<file path="src/crc32e_pkg.sv">
// Shared types, register map, reset values and bitwise CRC functions
// for the configurable CRC-32 engine. No dependencies.
package crc32e_pkg;

   localparam int unsigned ADDR_W      = 5;
   localparam int unsigned DATA_W      = 32;
   localparam int unsigned QUEUE_DEPTH = 4;

   localparam logic [31:0] POLY_RESET  = 32'h04C1_1DB7;
   localparam logic [31:0] INIT_RESET  = 32'hFFFF_FFFF;
   localparam logic [31:0] XOR_RESET   = 32'hFFFF_FFFF;
   localparam logic        LSB_RESET   = 1'b1;
   localparam logic        RIN_RESET   = 1'b0;
   localparam logic        ROUT_RESET  = 1'b0;

   typedef enum logic [2:0] {
      REG_POLYNOMIAL     = 3'd0,
      REG_INITIAL_VALUE  = 3'd1,
      REG_FINAL_XOR      = 3'd2,
      REG_LSB_FIRST_MODE = 3'd3,
      REG_REFLECT_INPUT  = 3'd4,
      REG_REFLECT_OUTPUT = 3'd5
   } reg_index_type;

   typedef struct packed {
      logic [31:0] polynomial;
      logic [31:0] initial_value;
      logic [31:0] final_xor;
      logic        lsb_first_mode;
      logic        reflect_input;
      logic        reflect_output;
   } cfg_type;

   typedef struct packed {
      logic [31:0] term;
      logic        last_byte;
   } work_type;

   typedef struct packed {
      logic push;
      logic full;
   } push_ctl_type;

   typedef struct packed {
      logic pop;
      logic avail;
   } pop_ctl_type;

   function automatic logic [7:0] rev8(input logic [7:0] v);
      logic [7:0] r;
      for (int i = 0; i < 8; i++) r[i] = v[7-i];
      return r;
   endfunction

   function automatic logic [31:0] rev32(input logic [31:0] v);
      logic [31:0] r;
      for (int i = 0; i < 32; i++) r[i] = v[31-i];
      return r;
   endfunction

   function automatic logic [31:0] crc_byte_steps(input logic [31:0] crc_in,
                                                  input logic        lsb_first,
                                                  input logic [31:0] poly);
      logic [31:0] crc;
      logic [31:0] rpoly;
      crc   = crc_in;
      rpoly = rev32(poly);
      for (int j = 0; j < 8; j++) begin
         if (lsb_first) begin
            crc = crc[0] ? ((crc >> 1) ^ rpoly) : (crc >> 1);
         end else begin
            crc = crc[31] ? ((crc << 1) ^ poly) : (crc << 1);
         end
      end
      return crc;
   endfunction

endpackage

</file>
<file path="src/crc32e_if.sv">
// Valid/ready channel interfaces for request and response items.
// No dependencies.
interface crc32e_req_if;
   logic       valid;
   logic       ready;
   logic [7:0] data_byte;
   logic       last_byte;
   modport source (output valid, data_byte, last_byte, input ready);
   modport sink   (input valid, data_byte, last_byte, output ready);
endinterface

interface crc32e_rsp_if;
   logic        valid;
   logic        ready;
   logic [31:0] crc_value;
   logic        message_done;
   modport source (output valid, crc_value, message_done, input ready);
   modport sink   (input valid, crc_value, message_done, output ready);
endinterface

</file>
<file path="src/configurable_crc32_engine_top.sv">
// Configurable CRC-32 engine: one message byte per request item, one
// running CRC per response item.
//
// req_ch carries data_byte and last_byte; rsp_ch returns crc_value, the
// finished CRC over the message so far, and message_done, the echo of
// last_byte. The first byte after reset or after a last byte seeds the
// CRC fold with initial_value. Registers sit on an APB-style port at
// byte addresses 4*i: polynomial, initial_value, final_xor,
// lsb_first_mode, reflect_input, reflect_output. Write them only while
// the engine holds no item.
//
// Requests pass through the queue, then the response register. Throughput
// is one item per cycle unless rsp_ch stalls: the eight-step fold in the
// back end closes on the CRC register each cycle. A queue of QueueDepth
// items and the response register let requests continue while rsp_ch
// stalls; req_ch drops ready only when the queue is full. Reset clears the
// queue, the response valid bit, the CRC register and the open-message
// flag, and loads the register defaults. Depends on crc32e_pkg, crc32e_if.
module configurable_crc32_engine_top
   import crc32e_pkg::*;
#(
   parameter int unsigned QueueDepth = QUEUE_DEPTH
) (
   input  logic              clock,
   input  logic              reset,
   crc32e_req_if.sink        req_ch,
   crc32e_rsp_if.source      rsp_ch,
   input  logic              psel,
   input  logic              penable,
   input  logic              pwrite,
   input  logic [ADDR_W-1:0] paddr,
   input  logic [DATA_W-1:0] pwdata,
   output logic [DATA_W-1:0] prdata,
   output logic              pready
);

   cfg_type      cfg;
   push_ctl_type push_ctl;
   pop_ctl_type  pop_ctl;
   work_type     wr_item;
   work_type     rd_item;
   logic         q_full;
   logic         q_avail;
   logic         q_pop;

   assign pop_ctl.pop   = q_pop;
   assign pop_ctl.avail = q_avail;

   crc32e_csr u_csr (
      .clock   (clock),
      .reset   (reset),
      .psel    (psel),
      .penable (penable),
      .pwrite  (pwrite),
      .paddr   (paddr),
      .pwdata  (pwdata),
      .prdata  (prdata),
      .pready  (pready),
      .cfg     (cfg)
   );

   crc32e_front u_front (
      .req_ch   (req_ch),
      .cfg      (cfg),
      .q_full   (q_full),
      .push_ctl (push_ctl),
      .work     (wr_item)
   );

   crc32e_queue #(
      .Depth (QueueDepth)
   ) u_queue (
      .clock    (clock),
      .reset    (reset),
      .push_ctl (push_ctl),
      .wr_item  (wr_item),
      .full     (q_full),
      .pop      (pop_ctl.pop),
      .avail    (q_avail),
      .rd_item  (rd_item)
   );

   crc32e_back u_back (
      .clock   (clock),
      .reset   (reset),
      .cfg     (cfg),
      .pop_ctl (pop_ctl),
      .rd_item (rd_item),
      .pop     (q_pop),
      .rsp_ch  (rsp_ch)
   );

endmodule

</file>
<file path="src/crc32e_csr.sv">
// APB-style configuration register bank for the CRC-32 engine.
// Depends on crc32e_pkg.
module crc32e_csr
   import crc32e_pkg::*;
(
   input  logic              clock,
   input  logic              reset,
   input  logic              psel,
   input  logic              penable,
   input  logic              pwrite,
   input  logic [ADDR_W-1:0] paddr,
   input  logic [DATA_W-1:0] pwdata,
   output logic [DATA_W-1:0] prdata,
   output logic              pready,
   output cfg_type           cfg
);

   cfg_type       cfg_ff, cfg_in;
   reg_index_type index;
   logic          wr_en;

   assign pready = 1'b1;
   assign index  = reg_index_type'(paddr[ADDR_W-1:2]);
   assign wr_en  = psel & penable & pwrite;
   assign cfg    = cfg_ff;

   always_comb begin
      cfg_in = cfg_ff;
      if (wr_en) begin
         unique case (index)
            REG_POLYNOMIAL:     cfg_in.polynomial     = pwdata;
            REG_INITIAL_VALUE:  cfg_in.initial_value  = pwdata;
            REG_FINAL_XOR:      cfg_in.final_xor      = pwdata;
            REG_LSB_FIRST_MODE: cfg_in.lsb_first_mode = pwdata[0];
            REG_REFLECT_INPUT:  cfg_in.reflect_input  = pwdata[0];
            REG_REFLECT_OUTPUT: cfg_in.reflect_output = pwdata[0];
            default:            cfg_in = cfg_ff;
         endcase
      end
   end

   always_comb begin
      unique case (index)
         REG_POLYNOMIAL:     prdata = cfg_ff.polynomial;
         REG_INITIAL_VALUE:  prdata = cfg_ff.initial_value;
         REG_FINAL_XOR:      prdata = cfg_ff.final_xor;
         REG_LSB_FIRST_MODE: prdata = {31'd0, cfg_ff.lsb_first_mode};
         REG_REFLECT_INPUT:  prdata = {31'd0, cfg_ff.reflect_input};
         REG_REFLECT_OUTPUT: prdata = {31'd0, cfg_ff.reflect_output};
         default:            prdata = '0;
      endcase
   end

   always_ff @(posedge clock) begin
      if (reset) begin
         cfg_ff.polynomial     <= POLY_RESET;
         cfg_ff.initial_value  <= INIT_RESET;
         cfg_ff.final_xor      <= XOR_RESET;
         cfg_ff.lsb_first_mode <= LSB_RESET;
         cfg_ff.reflect_input  <= RIN_RESET;
         cfg_ff.reflect_output <= ROUT_RESET;
      end else begin
         cfg_ff <= cfg_in;
      end
   end

endmodule

</file>
<file path="src/crc32e_front.sv">
// Front end: accepts request items and aligns each byte into a 32-bit
// fold term for the selected bit order. Depends on crc32e_pkg, crc32e_if.
module crc32e_front
   import crc32e_pkg::*;
(
   crc32e_req_if.sink req_ch,
   input  cfg_type      cfg,
   input  logic         q_full,
   output push_ctl_type push_ctl,
   output work_type     work
);

   logic [7:0] byte_sel;

   assign req_ch.ready  = ~q_full;
   assign push_ctl.push = req_ch.valid & ~q_full;
   assign push_ctl.full = q_full;

   always_comb begin
      byte_sel = (cfg.reflect_input & ~cfg.lsb_first_mode) ? rev8(req_ch.data_byte)
                                                           : req_ch.data_byte;
      if (cfg.lsb_first_mode) begin
         work.term = {24'd0, byte_sel};
      end else begin
         work.term = {byte_sel, 24'd0};
      end
      work.last_byte = req_ch.last_byte;
   end

endmodule

</file>
<file path="src/crc32e_queue.sv">
// Small FIFO of work items between front and back ends.
// Depends on crc32e_pkg.
module crc32e_queue
   import crc32e_pkg::*;
#(
   parameter int unsigned Depth = QUEUE_DEPTH
) (
   input  logic         clock,
   input  logic         reset,
   input  push_ctl_type push_ctl,
   input  work_type     wr_item,
   output logic         full,
   input  logic         pop,
   output logic         avail,
   output work_type     rd_item
);

   localparam int unsigned PW = (Depth > 1) ? $clog2(Depth) : 1;
   localparam int unsigned CW = $clog2(Depth + 1);

   work_type        mem [Depth];
   logic [PW-1:0]   wr_ptr_ff, wr_ptr_in;
   logic [PW-1:0]   rd_ptr_ff, rd_ptr_in;
   logic [CW-1:0]   count_ff, count_in;
   logic            do_push, do_pop;

   assign full    = (count_ff == CW'(Depth));
   assign avail   = (count_ff != '0);
   assign do_push = push_ctl.push & ~full;
   assign do_pop  = pop & avail;
   assign rd_item = mem[rd_ptr_ff];

   always_comb begin
      wr_ptr_in = wr_ptr_ff;
      rd_ptr_in = rd_ptr_ff;
      count_in  = count_ff;
      if (do_push) begin
         wr_ptr_in = (wr_ptr_ff == PW'(Depth - 1)) ? '0 : wr_ptr_ff + 1'b1;
      end
      if (do_pop) begin
         rd_ptr_in = (rd_ptr_ff == PW'(Depth - 1)) ? '0 : rd_ptr_ff + 1'b1;
      end
      case ({do_push, do_pop})
         2'b10:   count_in = count_ff + 1'b1;
         2'b01:   count_in = count_ff - 1'b1;
         default: count_in = count_ff;
      endcase
   end

   always_ff @(posedge clock) begin
      if (do_push) begin
         mem[wr_ptr_ff] <= wr_item;
      end
   end

   always_ff @(posedge clock) begin
      if (reset) begin
         wr_ptr_ff <= '0;
         rd_ptr_ff <= '0;
         count_ff  <= '0;
      end else begin
         wr_ptr_ff <= wr_ptr_in;
         rd_ptr_ff <= rd_ptr_in;
         count_ff  <= count_in;
      end
   end

endmodule

</file>
<file path="src/crc32e_back.sv">
// Back end: folds each queued byte into the running CRC register and
// holds the finished result in the output register. Depends on crc32e_pkg, crc32e_if.
module crc32e_back
   import crc32e_pkg::*;
(
   input  logic        clock,
   input  logic        reset,
   input  cfg_type     cfg,
   input  pop_ctl_type pop_ctl,
   input  work_type    rd_item,
   output logic        pop,
   crc32e_rsp_if.source rsp_ch
);

   logic [31:0] crc_ff, crc_in;
   logic        in_msg_ff, in_msg_in;
   logic        rsp_valid_ff, rsp_valid_in;
   logic [31:0] rsp_crc_ff, rsp_crc_in;
   logic        rsp_done_ff, rsp_done_in;
   logic [31:0] seed;
   logic [31:0] folded;
   logic        take;

   assign take   = pop_ctl.avail & (~rsp_valid_ff | rsp_ch.ready);
   assign pop    = take;
   assign seed   = in_msg_ff ? crc_ff : cfg.initial_value;
   assign folded = crc_byte_steps(seed ^ rd_item.term, cfg.lsb_first_mode, cfg.polynomial);

   assign rsp_ch.valid        = rsp_valid_ff;
   assign rsp_ch.crc_value    = rsp_crc_ff;
   assign rsp_ch.message_done = rsp_done_ff;

   always_comb begin
      crc_in       = crc_ff;
      in_msg_in    = in_msg_ff;
      rsp_crc_in   = rsp_crc_ff;
      rsp_done_in  = rsp_done_ff;
      rsp_valid_in = rsp_valid_ff & ~rsp_ch.ready;
      if (take) begin
         crc_in       = folded;
         in_msg_in    = ~rd_item.last_byte;
         rsp_crc_in   = (cfg.reflect_output ? rev32(folded) : folded) ^ cfg.final_xor;
         rsp_done_in  = rd_item.last_byte;
         rsp_valid_in = 1'b1;
      end
   end

   always_ff @(posedge clock) begin
      rsp_crc_ff  <= rsp_crc_in;
      rsp_done_ff <= rsp_done_in;
   end

   always_ff @(posedge clock) begin
      if (reset) begin
         crc_ff       <= '0;
         in_msg_ff    <= 1'b0;
         rsp_valid_ff <= 1'b0;
      end else begin
         crc_ff       <= crc_in;
         in_msg_ff    <= in_msg_in;
         rsp_valid_ff <= rsp_valid_in;
      end
   end

endmodule
</file>
<file path="src/flat_wrapper.sv">
// flat-port wrapper written by rule: the top's interface ports become plain ports
module configurable_crc32_engine_top_flat import crc32e_pkg::*;
#(
   parameter int unsigned QueueDepth = QUEUE_DEPTH
)
  (clock, reset, psel, penable, pwrite, paddr, pwdata, prdata, pready, req_ch_valid, req_ch_data_byte, req_ch_last_byte, req_ch_ready, rsp_ch_valid, rsp_ch_crc_value, rsp_ch_message_done, rsp_ch_ready);
  crc32e_req_if req_ch_i ();
  crc32e_rsp_if rsp_ch_i ();
  input  logic clock;
  input  logic reset;
  input  logic psel;
  input  logic penable;
  input  logic pwrite;
  input  logic [ADDR_W-1:0] paddr;
  input  logic [DATA_W-1:0] pwdata;
  output logic [DATA_W-1:0] prdata;
  output logic pready;
  input wire logic [$bits(req_ch_i.valid)-1:0] req_ch_valid;
  input wire logic [$bits(req_ch_i.data_byte)-1:0] req_ch_data_byte;
  input wire logic [$bits(req_ch_i.last_byte)-1:0] req_ch_last_byte;
  output wire logic [$bits(req_ch_i.ready)-1:0] req_ch_ready;
  output wire logic [$bits(rsp_ch_i.valid)-1:0] rsp_ch_valid;
  output wire logic [$bits(rsp_ch_i.crc_value)-1:0] rsp_ch_crc_value;
  output wire logic [$bits(rsp_ch_i.message_done)-1:0] rsp_ch_message_done;
  input wire logic [$bits(rsp_ch_i.ready)-1:0] rsp_ch_ready;
  assign req_ch_i.valid = req_ch_valid;
  assign req_ch_i.data_byte = req_ch_data_byte;
  assign req_ch_i.last_byte = req_ch_last_byte;
  assign req_ch_ready = req_ch_i.ready;
  assign rsp_ch_valid = rsp_ch_i.valid;
  assign rsp_ch_crc_value = rsp_ch_i.crc_value;
  assign rsp_ch_message_done = rsp_ch_i.message_done;
  assign rsp_ch_i.ready = rsp_ch_ready;
  configurable_crc32_engine_top #(.QueueDepth(QueueDepth)) u_core (.clock(clock), .reset(reset), .req_ch(req_ch_i), .rsp_ch(rsp_ch_i), .psel(psel), .penable(penable), .pwrite(pwrite), .paddr(paddr), .pwdata(pwdata), .prdata(prdata), .pready(pready));
endmodule
</file>
<file path="config.mk">
export PLATFORM = sky130hd
export DESIGN_NAME = configurable_crc32_engine_top_flat
export DESIGN_NICKNAME = d
export VERILOG_FILES = /design/src/crc32e_pkg.sv /design/src/crc32e_if.sv /design/src/configurable_crc32_engine_top.sv /design/src/crc32e_csr.sv /design/src/crc32e_front.sv /design/src/crc32e_queue.sv /design/src/crc32e_back.sv /design/src/flat_wrapper.sv
export SDC_FILE = /design/constraint.sdc
export NUM_CORES = 1
export LEC_CHECK = 0
export ABC_AREA = 1
export BUFFER_PORTS_ARGS = -buffer_cell sky130_fd_sc_hd__buf_4
export CORE_MARGIN = 1.5
export CORE_UTILIZATION = 49
export CTS_BUF_LIST = sky130_fd_sc_hd__clkbuf_4 sky130_fd_sc_hd__clkbuf_8
export CTS_CLUSTER_DIAMETER = 150
export CTS_CLUSTER_SIZE = 24
export DETAILED_ROUTE_END_ITERATION = 16
export GPL_ROUTABILITY_DRIVEN = 1
export PLACE_DENSITY = 0.69
export SLEW_MARGIN = 10
export SYNTH_ARGS = -nofsm -noshare
export SYNTH_HDL_FRONTEND = slang
export SYNTH_SLANG_ARGS = --single-unit
</file>
<file path="constraint.sdc">
create_clock -name clock -period 7.9 [get_ports clock]
set_input_delay 1.185 -clock clock [delete_from_list [all_inputs] [get_ports clock]]
set_output_delay 1.185 -clock clock [all_outputs]
set_load 0.005 [all_outputs]
</file>
==> results.yml, run 1 <==
clock_tree:
  cts_buffer_depth: 3
  path_clk_slew_ns: 0.16
  cts_hold_buffers: 0
  cts_setup_buffers: 0
  clock_latency_ns: 0.56
  cts_buffers: 14
  htree_levels: 1
  cts.sinks: 243
  cts_tree: "done"
  cts_root_buffer: "clkbuf_8"
  cts_resized: 0
yosys:
  synthCells: 3833
  synth_seq_cells: 243
  synthesis.area_um2: 23000
  ys_seq_area_frac: 0.255
  synth.yosys.warnings: 0
  synth_ff_type: "dfxtp_1"
  synth-edff-count: 101
  syn_nets: 3893
  syn_area_per_cell_um2: 6.01
  synth_cell_types: 47
  synthArstFlopShare: 0
floorplan:
  core_um2: 46500
  dieArea_um2: 48300
  fp.dieH_um: 220
  die_w_um: 220
  start_util: 0.496
  pin_count: 121
  row_count: 79
critical_path:
  crit_path_top_delay_cell: "dfxtp_2"
  worst_path_most_repeated_cell: "nand2_1"
  end_kind: "flip-flop"
  path_buf_inv: 4
  crit_fanout: 37
  startpoint_type: "flip-flop"
  path_class: "flip-flop to flip-flop"
  max_stage_delay_ns: 0.57
  cp.required_ns: 8.19
  worstPathArrival_ns: 7.37
  crit_family: "simple AND/OR/NAND/NOR gates"
timing:
  rsz0062_at_grt: "false"
  period_share: 0.896
  slew_headroom: 0.314
  whs_ns: 0.493
  postLayoutSetupSlackWorst_ns: 0.825
  setup_violations: 0
  fmax_mhz: 141
  drv_slew: 0
  fin_worst_skew_ns: 0.0489
  tns_ns: 0
  min_period_ns: 7.07
  hold_viol: 0
  worst_pin_slew_ns: 1.02
placement:
  port_buffers: 117
  place_ws_ns: 1.05
  dpl.hpwl_um: 60200
  gp_congestion: 0.922
grt:
  grt_max_degree: 99
  grt_pass1_vias: 22700
  grt_overflow_total: 0
  grt_pass1_wl_um: 131000
  grt.total_usage: 0.342
  antenna_found_initial: 1
routing:
  wl_per_cell_um: 19.5
  via_per_inst: 6.22
  drtAntennaViolNets: 0
  wirelength_um: 84400
  first_iter_violations: 4020
  drc: 0
  via_count: 26900
  drt_first_pass_iters: 6
hold_path:
  hold_class: "flip-flop to flip-flop"
job:
  cap_violations: 0
layout:
  post-route-util: 0.514
  mostFrequentLayoutCells: "nand3_1, nand2_1, o21ai_0, inv_1, buf_4"
  final_common_cell: "nand3_1"
  drive_gt1_frac: 0.0995
  fin_nets: 3769
  area_growth_pct: 3.57
outcome:
  outcome: "complete, no violations"
[cells in the mapped netlist, drive strengths merged, types with 2 or more instances]
| cell | count | share of area |
|---|---|---|
| o21bai | 16 | 0.0052 |
| nand4 | 8 | 0.0022 |
| edfxtp | 101 | 0.13 |
| ha | 6 | 0.0033 |
| nand2 | 970 | 0.16 |
| clkinv | 4 | 0.00065 |
| clkbuf | 143 | 0.023 |
| mux2i | 5 | 0.0022 |
| nor4 | 2 | 0.00054 |
| buf | 178 | 0.048 |
| a21oi | 82 | 0.019 |
| o21ai | 401 | 0.090 |
| dfxtp | 142 | 0.12 |
| nand3 | 1244 | 0.28 |
| o211ai | 55 | 0.018 |
| nor2 | 53 | 0.0098 |
| inv | 372 | 0.061 |
| or2 | 8 | 0.0022 |
| o221ai | 31 | 0.012 |
| nor3 | 4 | 0.00087 |
[state kept, by name, summed over array words and instances, names as in the netlist, named ones only]
| signal | cells |
|---|---|
| u_core.u_back.rsp_ch.crc_value | 32 |
| u_core.u_queue.count_ff | 3 |
| u_core.u_back.rsp_ch.valid | 1 |
| u_core.u_csr.cfg | 99 |
| u_core.u_queue.wr_ptr_ff | 2 |
| u_core.u_queue.mem | 68 |
| u_core.u_queue.rd_ptr_ff | 2 |
| u_core.u_back.rsp_ch.message_done | 1 |
| u_core.u_back.in_msg_ff | 1 |
| u_core.u_back.crc_ff | 32 |
[cells by family after synthesis]
family / after synthesis / share of synthesized area
fa+ha+maj: 7 / 0.00413
simple gates: 2289 / 0.460
xor+xnor: 1 / 0.000380
compound gates: 590 / 0.146
mux: 5 / 0.00217
flops: 243 / 0.255
other cells: 1 / 0.000163
buf+inv: 697 / 0.133
[metal layers]
layer,routed length [um],GRT usage,vias to the layer above
met5,7,0,-
met4,1930,0.0796,2
met3,10300,0.0471,119
met2,35800,0.509,1621
met1,36400,0.517,12400
li1,-,-,12700
[layout make-up]
class                           count  area, um2
Antenna cell                        1       2.50
Clock inverter                      1       30.0
Fill cell                        4922      22600
Timing Repair Buffer              181       1360
Clock buffer                       23        267
Multi-Input combinational cell   2893      14100
Inverter                          376       1430
Tap cell                          607        759
Sequential cell                   243       5880
[worst paths after layout]
path	start	end	slack (ns)	depth (start not counted)
max	u_core.u_back.in_msg_ff	u_core.u_back.rsp_ch.crc_value[6]	0.83	38
min reg2reg	u_core.u_queue.count_ff[0]	u_core.u_queue.count_ff[0]	0.49	1
min	u_core.u_queue.count_ff[0]	u_core.u_queue.count_ff[0]	0.49	1
max reg2reg	u_core.u_back.in_msg_ff	u_core.u_back.rsp_ch.crc_value[6]	0.83	38
[metrics by stage]
stage | std cells | cell area, um2
after detailed placement | 4300 | 23600
after global placement | 4300 | 23600
final | 4325 | 23900
after global routing | 4324 | 23900
after CTS | 4324 | 23900
after floorplan | 3833 | 23000
Power of run 1 is not shown: default switching activity piles up to over one toggle a cycle in this logic, so the estimate is an artifact.
==> inputs of run 2 (changes only) <==
ABC_AREA = 0   (was 1)
==> run 2 against run 1 <==
  * The run now ends with DRC left
  * Hold slack got worse by 0.027 ns
  * Sequential cell count unchanged
  * Clock skew increased by 0.024 ns
  * Die area decreased by 11%
  * Critical endpoint is now u_core.u_back.rsp_ch.crc_value[3]
  * Largest cell class unchanged
==> results.yml, run 2 <==
outcome:
  violations: "DRC"
  outcome: "complete, but fails checks"
critical_path:
  worstPathArrival_ns: 7.45
  max_stage_delay_ns: 0.73
  path_buf_inv: 3
  crit_family: "compound AO/OA/AOI/OAI gates"
  startpoint_type: "flip-flop"
  path_class: "flip-flop to flip-flop"
  cp.required_ns: 8.24
  crit_chain: "buf_4 > mux4_2 > xor2_1 > buf_4 > nand3_1 > nand2_4 > a2111oi_2 > o211ai_1 > a21oi_2 > a31o_2 > a211oi_2 > or4_1 > a311oi_2 > or2_1 > buf_4 > nand2_1 > xor2_1 > mux2i_1 > mux2i_1 > xnor2_1"
  end_kind: "flip-flop"
  crit_path_top_delay_cell: "a2111oi_2"
  worst_path_most_repeated_cell: "buf_4"
  crit_fanout: 26
placement:
  dp.cells: 2978
  post_dp_cell_area_um2: 21700
  place_ws_ns: 0.866
  dpl.hpwl_um: 46900
  gp_congestion: 0.946
  port_buffers: 117
timing:
  worst_pin_slew_ns: 1.08
  tns_ns: 0
  postLayoutSetupSlackWorst_ns: 0.791
  fmax_mhz: 141
  rsz0062_at_grt: "false"
  hold_viol: 0
  setup_violations: 0
  min_period_ns: 7.11
  period_share: 0.900
  fin_worst_skew_ns: 0.0729
  slew_headroom: 0.277
  drv_slew: 0
floorplan:
  row_count: 74
  pin_count: 121
  fp.dieH_um: 207
  dieArea_um2: 43000
  die_w_um: 207
  start_util: 0.499
  core_um2: 41000
routing:
  via_per_inst: 5.96
  first_iter_violations: 1889
  wl_per_cell_um: 22.3
  drt_first_pass_iters: 11
  drtAntennaViolNets: 0
  via_count: 17900
  wirelength_um: 67000
  drc: 3
yosys:
  synth_ff_type: "dfxtp_1"
  synth_cell_types: 98
  synth_top_area_share: 0.160
  synth-edff-count: 101
  synth.most_common_cell: "nand2_1"
  synth.yosys.warnings: 0
  syn_nets: 2528
  synthesis.area_um2: 20500
  yosysTopAreaCell: "xnor2_1"
  ys_seq_area_frac: 0.287
  syn_area_per_cell_um2: 8.30
  synthCells: 2468
  synth_seq_cells: 243
  synth_common_cells: "nand2_1, xnor2_1, nor2_1, dfxtp_1, mux2i_1"
  synthArstFlopShare: 0
  synthTopCellsByArea: "xnor2_1, edfxtp_1, dfxtp_1, nand2_1, mux2i_1"
clock_tree:
  htree_levels: 1
  cts_buffer_depth: 3
  cts_setup_buffers: 0
  cts.sinks: 243
  cts_hold_buffers: 0
  cts_resized: 0
  clock_latency_ns: 0.60
  cts_root_buffer: "clkbuf_8"
  cts_tree: "done"
  cts_buffers: 14
  path_clk_slew_ns: 0.16
grt:
  grt_pass1_vias: 17100
  antenna_found_initial: 0
  grt_overflow_total: 0
  use_met1: 0.395
  use_met2: 0.500
  grt_max_degree: 77
  grt_use_met3: 0.0408
  grt.total_usage: 0.303
  grt_pass1_wl_um: 103000
  grt.busiest_layer: "met2"
layout:
  n_antenna_cell: 0
  area_growth_pct: 7.17
  fill_cells: 3791
  drive_gt1_frac: 0.120
  multi_input_area_um2: 13600
  mostFrequentLayoutCells: "nand2_1, xnor2_1, buf_4, nor2_1, dfxtp_1"
  final_common_cell: "nand2_1"
  final_cell_area_um2: 21900
  fin_nets: 2522
  stdcell_count: 3002
  regArea_um2: 5880
  largest_reg_flops: 99
hold_path:
  hold_class: "flip-flop to flip-flop"
job:
  cap_violations: 0
run 2: changes by cell type after synthesis, moves of 125 or more:
cell,previous run,this run
xnor2_1,0,375
nand3_1,1198,20
nand2_1,937,531
inv_1,319,12
mux2i_1,5,130
o21ai_0,320,69
run 2: kinds of logic after synthesis:
family	after synthesis	share of synthesized area
buffers and inverters	226	0.0495
AOI/OAI and AO/OA	411	0.140
xor gates and xnor gates	516	0.235
muxes	162	0.0905
other	1	0.000183
and+or+nand+nor	902	0.192
DFF	243	0.287
adders and majority gates	7	0.00464
run 2: tightest hold or removal path, cell delays in order (launching register included):
cell and delay [ns]:
dfxtp_1 0.34, nand2_1 0.05, a21oi_1 0.05
run 2: metrics by stage:
stage / util / hold slack [ns]
3_3_place_gp: 0.528 / 0.441
2_1_floorplan: - / 0.432
5_1_grt: 0.535 / 0.488
6_report: 0.535 / 0.466
3_5_place_dp: 0.528 / 0.448
4_1_cts: 0.535 / 0.468
run 2: routing by layer:
metal	part of all wire	up-vias
met5	0	-
met1	0.41	8585
met2	0.46	835
met3	0.076	168
met4	0.051	0
li1	-	8317
run 2: final timing paths:
| path | startpoint | end | slack [ns] | depth (start not counted) |
|---|---|---|---|---|
| worst max-delay path | flip-flop | u_core.u_back.rsp_ch.crc_value[3] | 0.79 | 20 |
| worst min-delay path | u_core.u_back.crc_ff[5] | u_core.u_back.crc_ff[5] | 0.47 | 2 |
| worst max register to register | flip-flop | u_core.u_back.rsp_ch.crc_value[3] | 0.79 | 20 |
| worst min register to register | u_core.u_back.crc_ff[5] | u_core.u_back.crc_ff[5] | 0.47 | 2 |
run 2: area by class of cell:
cell class                 count  share of cell area
clock buffer                  22              0.0115
clock inverter                 2             0.00177
inverter                      15             0.00257
multi-input combinational   1999               0.621
sequential                   243               0.268
tap                          532              0.0303
timing repair buffer         189              0.0647
Power of run 2 is left out for the same reason.
